File: src/design/lz77_flag_byte_decoder_assert.svh
// Assertion macros for the LZ77 flag-byte decoder.
// Expects clk and rst_n in the scope of the module that uses them.
`ifndef LZ77_FLAG_BYTE_DECODER_ASSERT_SVH
`define LZ77_FLAG_BYTE_DECODER_ASSERT_SVH

// Consequent must hold in the same cycle as the antecedent.
`define LZFD_ASSERT_NOW(label, ante, cons, msg) \
    label: assert property (@(posedge clk) disable iff (!rst_n) (ante) |-> (cons)) \
        else $error(msg);

// Consequent must hold in the cycle after the antecedent.
`define LZFD_ASSERT_NEXT(label, ante, cons, msg) \
    label: assert property (@(posedge clk) disable iff (!rst_n) (ante) |=> (cons)) \
        else $error(msg);

`endif

File: src/design/lzfd_pkg.sv
// Shared types and constants of the LZ77 flag-byte decoder.
// No dependencies; used by the controller, the datapath and the top level.
package lzfd_pkg;

    localparam int HIST_AW    = 12;
    localparam int HIST_DEPTH = 4096;
    localparam int NIBBLE_MAX = 15;

    localparam logic [3:0]       FLAG_COUNT = 4'd8;
    localparam logic [HIST_AW:0] COUNT_MAX  = 13'd4096;

    typedef enum logic [1:0] {
        KIND_FLAG,
        KIND_TOKEN,
        KIND_LITERAL,
        KIND_MATCH
    } tok_kind_t;

    typedef struct packed {
        logic load;
        logic parse;
        logic start_match;
        logic read;
        logic emit_lit;
        logic emit_match;
        logic finish;
    } dp_cmd_t;

    typedef struct packed {
        tok_kind_t kind;
        logic      out_free;
        logic      match_done;
    } dp_status_t;

endpackage

File: src/design/lzfd_ctrl.sv
// Sequencing state machine of the LZ77 flag-byte decoder.
// Depends on lzfd_pkg; drives datapath commands from datapath status.
module lzfd_ctrl (
    input  logic                 clk,
    input  logic                 rst_n,
    input  logic                 in_valid,
    output logic                 in_stall,
    input  lzfd_pkg::dp_status_t status,
    output lzfd_pkg::dp_cmd_t    cmd
);
    import lzfd_pkg::*;

    typedef enum logic [1:0] {
        S_IDLE,
        S_DECODE,
        S_READ,
        S_EMIT
    } state_t;

    state_t state_reg;
    state_t state_next;

    always_comb
    begin
        cmd        = '0;
        state_next = state_reg;
        in_stall   = (state_reg != S_IDLE);
        unique case (state_reg)
            S_IDLE:
            begin
                if (in_valid)
                begin
                    cmd.load   = 1'b1;
                    state_next = S_DECODE;
                end
            end
            S_DECODE:
            begin
                unique case (status.kind) inside
                    KIND_FLAG, KIND_TOKEN:
                    begin
                        cmd.parse  = 1'b1;
                        cmd.finish = 1'b1;
                        state_next = S_IDLE;
                    end
                    KIND_LITERAL:
                    begin
                        if (status.out_free)
                        begin
                            cmd.parse    = 1'b1;
                            cmd.emit_lit = 1'b1;
                            cmd.finish   = 1'b1;
                            state_next   = S_IDLE;
                        end
                    end
                    KIND_MATCH:
                    begin
                        cmd.parse       = 1'b1;
                        cmd.start_match = 1'b1;
                        cmd.read        = 1'b1;
                        state_next      = S_EMIT;
                    end
                    default:
                    begin
                        state_next = S_IDLE;
                    end
                endcase
            end
            S_EMIT:
            begin
                if (status.out_free)
                begin
                    cmd.emit_match = 1'b1;
                    if (status.match_done)
                    begin
                        cmd.finish = 1'b1;
                        state_next = S_IDLE;
                    end
                    else
                    begin
                        state_next = S_READ;
                    end
                end
            end
            S_READ:
            begin
                cmd.read   = 1'b1;
                state_next = S_EMIT;
            end
            default:
            begin
                state_next = S_IDLE;
            end
        endcase
    end

    always_ff @(posedge clk or negedge rst_n)
    begin
        if (!rst_n)
        begin
            state_reg <= S_IDLE;
        end
        else
        begin
            state_reg <= state_next;
        end
    end

endmodule

File: config.mk
export PLATFORM = sky130hd
export DESIGN_NAME = lzfd_ctrl
export DESIGN_NICKNAME = d
export VERILOG_FILES = /design/src/design/lz77_flag_byte_decoder_assert.svh /design/src/design/lzfd_pkg.sv /design/src/design/lzfd_ctrl.sv
export SDC_FILE = /design/constraint.sdc
export NUM_CORES = 1
export LEC_CHECK = 0
export ABC_AREA = 1
export BUFFER_PORTS_ARGS = -buffer_cell sky130_fd_sc_hd__buf_2
export CAP_MARGIN = 20
export CORE_AREA = 2 2 39 41
export CTS_BUF_LIST = sky130_fd_sc_hd__clkbuf_16
export CTS_CLUSTER_SIZE = 24
export DETAILED_ROUTE_END_ITERATION = 8
export DIE_AREA = 0 0 41 43
export SLEW_MARGIN = 20
export SYNTH_ARGS = -nofsm -noshare
export SYNTH_HDL_FRONTEND = slang
export SYNTH_SLANG_ARGS = --single-unit
File: constraint.sdc
create_clock -name clk -period 1.4 [get_ports clk]
set_clock_uncertainty 0.05 [all_clocks]
set_input_delay 0.14 -clock clk [delete_from_list [all_inputs] [get_ports clk]]
set_output_delay 0.14 -clock clk [all_outputs]
set_load 0.02 [all_outputs]
[Yosys cells after proc, flatten, opt, wreduce, memory -nomap -nowiden]
Cells that the tools add are included.
Operators by class
  equality and inequality tests: 9
  multiplexer cells: 20
  reduce and logical (&&, ||, !) cells: 6
Operators with widths (count)
  $mux 2: 7
  $eq 2x2->1 const B: 4
  $pmux 1 s2: 4
  $pmux 2 s4: 1
  $mux 1: 7
  $eq 2x1->1 const B: 2
  $logic_not 2->1: 2
  $ne 2x2->1 const B: 2
  $pmux 2 s2: 1
  $ne 3x3->1 const B: 1
  $reduce_and 3->1: 1
  $reduce_or 3->1: 1
  $reduce_bool 2->1: 1
  $reduce_or 2->1: 1
Word-level totals
  register bits after elaboration: 2
  input bits: 7

[Depth between registers and ports, before layout]
Gate-level depths: netlist of run 1.
  depth in word-level cells: 4
  gate-level depth with buffers: 8
  gate-level depth less buffers: 8

[Worst setup path after synthesis of run 1]
OpenSTA, ideal clock, no wires.
  path kind: register to output
  start: reg state_reg[1]
  end: out cmd[2] (netlist name)
  data arrival time: 1257 ps
  slack: -47 ps
  stages on the path, launching flop included: 5
  cells stage by stage: dfrtp_1 -> inv_1 -> ha_1 -> nand2_2 -> nor3_1
RTL lines
  start: declaration: RTL line lzfd_ctrl.sv:20  | state_t state_reg;
  start signal: assignment: RTL line lzfd_ctrl.sv:105  | state_reg <= state_next;
  end: declaration: RTL line lzfd_ctrl.sv:9  | output lzfd_pkg::dp_cmd_t cmd

==> impl_metrics.tcl, run 1 <==
set metrics [dict create \
    status "finished, violations left" \
    violations "negative setup slack" \
    grt_max_degree 5 \
    critPathCaptureType "output pin" \
    ys_seq_area_frac 0.165 \
    dieHeight_um 43 \
    rsz0062_at_grt "true" \
    crit_path_start_kind "flip-flop" \
    post_drt_wl_per_cell_um 8.93 \
    crit_required_ps 1210 \
    core_area_sq_mm 0.00138 \
    vias 351 \
    overflow 0 \
    fin_cells 87 \
    clk_pin_slew_worst_paths_ps 30 \
    seqCellArea_sq_um 51.3 \
    hold_path_class "in2async" \
    synthDistinctLibCells 16 \
    syn_nets 62 \
    synth-warning-count 0 \
    relSlewSlack 0.877 \
    rows 14 \
    final_area_sq_um 559 \
    syn2layout_area_growth_pct 84.7 \
    nets 85 \
    ioPinCount 15 \
    port_buffers 14 \
    powerDensity_mw_per_mm2 2500 \
    postRouteAntennaNets 0 \
    drcViolationCount 0 \
    place.gp.congestion 0.710 \
    grt_pass1_vias 373 \
    initial_core_util 0.219 \
    peakVddDrop_v 0.00129 \
    diodes 0 \
    finalHoldViolations 0 \
    grt_pass1_wl_um 1310 \
    drt_iter0_drc 7 \
    dieArea_sq_mm 0.00176 \
    fmax_mhz 693 \
    wl_um 777 \
    setup_tns_ps -68.1 \
    cts_root_buffer "clkbuf_16" \
    largest_reg_flops 2 \
    drtPass1Iterations 2 \
    tightest_slew_ps 183 \
    drive_gt1_frac 0.465 \
    ctsLongestPathBuffers 2 \
    timing.final.crit_share 1.03 \
    hpwl_um 560 \
    p_sw_frac 0.403 \
    cts_made_buffers 3 \
    insertion_delay_ps 220 \
    placed_cell_area_sq_um 413 \
    die_w_um 41 \
    finalSetupViolCount 2 \
    syn_inst 50 \
    multi_input_area_sq_um 236 \
    crit_arrival_ps 1250 \
    viasPerCell 4.03 \
    timing.final.crit_period_ps 1440 \
    p_comb_frac 0.605 \
    fill_cells 145 \
    final_util 0.404 \
    syn_avg_cell_area_sq_um 6.06 \
    htree_levels 1 \
    antenna_found_initial 0 \
    synth_area_sq_um 303 \
    p_sw_uw 564 \
    cts.sinks 2 \
    p_clk_frac 0.304 \
    dp.cells 82 \
    power.leakage_nw 0.318 \
    maxCapViolations 0 \
    seqPwrFrac 0.091 \
    finalMaxSlewViolations 0 \
    reg2reg_slack_ps 120 \
    cts_tree "yes" \
    setup_ws_ps -43.0 \
    yosys_register_bits 2 \
    pre_cts_slack_ps 86.9 \
    internal_power_uw 834 \
    grt_use_total 0.113 \
    cp_max_fo 2 \
    crit_type "reg2out" \
]
## per-stage QoR
step	power [mW]	hold slack, ps
CTS	1.35	178
floorplan	0.576	-206
finish	1.40	187
detailed placement	0.790	-124
global placement	0.780	-124
global route	1.51	205
## worst max-delay path, cell delays in order (launching register included)
cell and delay (ps):
dfrtp_1 350, inv_2 60, buf_4 140, ha_4 250, o21a_1 120, buf_6 110
## synth_stat cells
library cell   n  area share
nor2_4         1       0.037
inv_2          2       0.025
o21ai_0        2       0.033
nor3_1         1       0.017
o21ai_1        1       0.017
dfrtp_1        2        0.17
inv_1         13        0.16
nor2_1         3       0.037
nand3b_1       1       0.025
nand3_1        1       0.017
nand2_1       14        0.17
ha_1           5        0.21
nand4_1        1       0.021
nor2_2         1       0.021
o21a_1         1       0.025
nand2_2        1       0.021
## layout by cell type, fill, tap and decap left out, types with 2 or more instances in the layout
cell,synthesis,routed
buf_2,0,10
inv_1,13,11
nand2_1,14,13
inv_2,2,4
buf_6,0,2
clkbuf_16,0,3
buf_4,0,5
o21ai_1,1,2
ha_4,0,2
ha_1,5,2
nor2_1,3,3
## timing repair
action | CTS | global route
endpoints found under the hold margin | 2 | 0
hold buffers | 1 | 0
setup buffers | 1 | 0
pin swaps | 3 | 3
setup endpoints to repair | 5 | 9
resized for setup | 13 | 4
## area by class of cell
type	instances	share of cell area
Sequential cell	2	0.0917
Tap cell	16	0.0358
Multi-Input combinational cell	33	0.423
Inverter	15	0.101
Timing Repair Buffer	18	0.215
Clock buffer	3	0.134
## final timing paths
kind                         startpoint            to  cells past startpoint
max in group asynchronous         rst_n  state_reg[0]                      2
max reg2reg                state_reg[1]  state_reg[1]                      8
min reg2reg                state_reg[0]  state_reg[0]                      2
min                               rst_n  state_reg[0]                      2
min in group clk              status[3]  state_reg[1]                      5
max                        state_reg[1]        cmd[3]                      5
## kinds of logic (layout without fill, tap and decap cells)
group                    count (synthesis)  count (layout)  synth area share
flip-flops                               2               2             0.165
AO/OA/AOI/OAI                            4               4            0.0744
buffers and inverters                   15              36             0.186
adder cells (fa/ha/maj)                  5               5             0.207
AND/OR/NAND/NOR                         24              24             0.368
## power groups by stage
stage / registers, mW / logic [mW] / clock network, mW
floorplan: 0.115 / 0.461 / 0
global placement: 0.110 / 0.670 / 0
detailed placement: 0.112 / 0.678 / 0
CTS: 0.128 / 0.790 / 0.433
global route: 0.132 / 0.947 / 0.434
finish: 0.128 / 0.845 / 0.425
## layer usage
metal  track usage  routed length, um  vias up
met5             0                  0        -
met4        0.0800                  0        0
met3        0.0524                 42        0
met2         0.178                439        7
met1         0.109                295      157
li1              -                  -      187
Note: power is estimated with default switching activity, not from simulation.
==> run 2: changes to the inputs <==
- CTS_CLUSTER_SIZE: 24 -> 40
- RECOVER_POWER: not set -> 25
==> run 2 against run 1 <==
Routed wire length is the same. Clock power is essentially flat. Via count is the same. Count of clock-buffer cells in the layout is the same. Fmax is essentially flat. Flip-flop and latch count is the same. Sequential share of layout area is essentially flat. Cell count is the same. Non-clock buffer count is the same. Critical path type unchanged. The flow still finishes with violations (negative setup slack). Sequential power is essentially flat.
==> impl_metrics.tcl, run 2 (synthesis gave the netlist of run 1 again) <==
set metrics [dict create \
    status "finished, violations left" \
    violations "negative setup slack" \
    timing.final.crit_share 1.03 \
    clk_pin_slew_worst_paths_ps 30 \
    cts_made_buffers 3 \
    core_area_sq_mm 0.00138 \
    drcViolationCount 0 \
    cts_tree "yes" \
    p_sw_uw 564 \
    place.gp.congestion 0.710 \
    power_mw 1.40 \
    nets 85 \
    die_w_um 41 \
    critPathCaptureType "output pin" \
    cts.sinks 2 \
    diodes 0 \
    dieArea_sq_mm 0.00176 \
    postRouteAntennaNets 0 \
    whs_ps 190 \
    p_sw_frac 0.404 \
    p_comb_frac 0.604 \
    worst-r2r-cell-count 8 \
    post_drt_wl_per_cell_um 8.93 \
    ioPinCount 15 \
    peakVddDrop_v 0.00129 \
    insertion_delay_ps 220 \
    layout_commonest_cell "nand2_1" \
    dp.cells 82 \
    placed_cell_area_sq_um 413 \
    grt_pass1_wl_um 1310 \
    ctsLongestPathBuffers 2 \
    htree_levels 1 \
    hold_path_class "in2async" \
    crit_arrival_ps 1250 \
    maxCapViolations 0 \
    drtPass1Iterations 2 \
    fmax_mhz 693 \
    dieHeight_um 43 \
    overflow 0 \
    largest_reg_flops 2 \
    finalSetupViolCount 2 \
    finalMaxSlewViolations 0 \
    internal_power_uw 834 \
    grt_use_total 0.113 \
    fill_cells 146 \
    timing.final.crit_period_ps 1440 \
    powerDensity_mw_per_mm2 2500 \
    relSlewSlack 0.877 \
    initial_core_util 0.219 \
    pre_cts_slack_ps 86.9 \
    finalHoldViolations 0 \
    drive_gt1_frac 0.451 \
    crit_path_start_kind "flip-flop" \
    seqCellArea_sq_um 51.3 \
    p_clk_frac 0.304 \
    grt_pass1_vias 373 \
    crit_required_ps 1210 \
    vias 351 \
    hpwl_um 560 \
    tightest_slew_ps 183 \
    rsz0062_at_grt "true" \
    fin_cells 87 \
    antenna_found_initial 0 \
    syn2layout_area_growth_pct 84.3 \
    cp_max_fo 2 \
    setup_ws_ps -43.0 \
    port_buffers 14 \
    multi_input_area_sq_um 236 \
    crit_type "reg2out" \
    rows 14 \
    drt_iter0_drc 7 \
    viasPerCell 4.03 \
    wl_um 777 \
    setup_tns_ps -68.2 \
    power.leakage_nw 0.316 \
    layout_common_cells "nand2_1 (13), inv_1 (11), buf_2 (9)" \
    final_util 0.403 \
    seqPwrFrac 0.091 \
    final_area_sq_um 558 \
    grt_max_degree 5 \
    cts_root_buffer "clkbuf_16" \
]
run 2: cell count changes in the layout (fill, tap and decap cells not counted), sizes merged:
cell    delta
buf        -1
clkbuf     +1
run 2: final cells by class:
cell class,count,area share
tap,16,0.0359
timing repair buffer,18,0.213
sequential,2,0.0919
clock buffer,3,0.135
multi-input combinational,33,0.424
inverter,15,0.101
run 2: power by group through the flow:
stage	sequential (mW)	clock, mW	combinational, mW
6_report	0.128	0.425	0.845
5_1_grt	0.132	0.434	0.947
4_1_cts	0.128	0.433	0.790
3_5_place_dp	0.112	0	0.678
3_3_place_gp	0.110	0	0.670
2_1_floorplan	0.115	0	0.461
run 2: routing by layer:
layer / GRT usage / up-vias / share of wire
met3: 0.0524 / 0 / 0.054
met1: 0.109 / 157 / 0.38
li1: - / 187 / -
met2: 0.178 / 7 / 0.56
met4: 0.0800 / 0 / 0
met5: 0 / - / 0
run 2: path summary, 6_finish.rpt:
| kind | startpoint | endpoint | slack [ps] |
|---|---|---|---|
| setup / recovery | state_reg[1] | cmd[3] | -40 |
| hold / removal | rst_n | state_reg[1] | 190 |
| setup reg to reg | state_reg[1] | state_reg[1] | 120 |
| hold reg to reg | state_reg[0] | state_reg[0] | 540 |
| max in group asynchronous | rst_n | state_reg[0] | 970 |
| min in group clk | status[3] | state_reg[1] | 320 |
run 2: worst max-delay path, stage by stage (launching register included):
cell     delay (ps)
dfrtp_1         350
inv_2            60
buf_4           140
ha_4            250
o21a_1          120
buf_6           110
run 2: what timing repair did:
action	4_1_cts	5_1_grt
gates resized for setup	13	4
pin swaps	3	3
endpoints found under the setup margin	5	9
buffers inserted	1	0
hold buffers	1	0
endpoints found under the hold margin	2	0
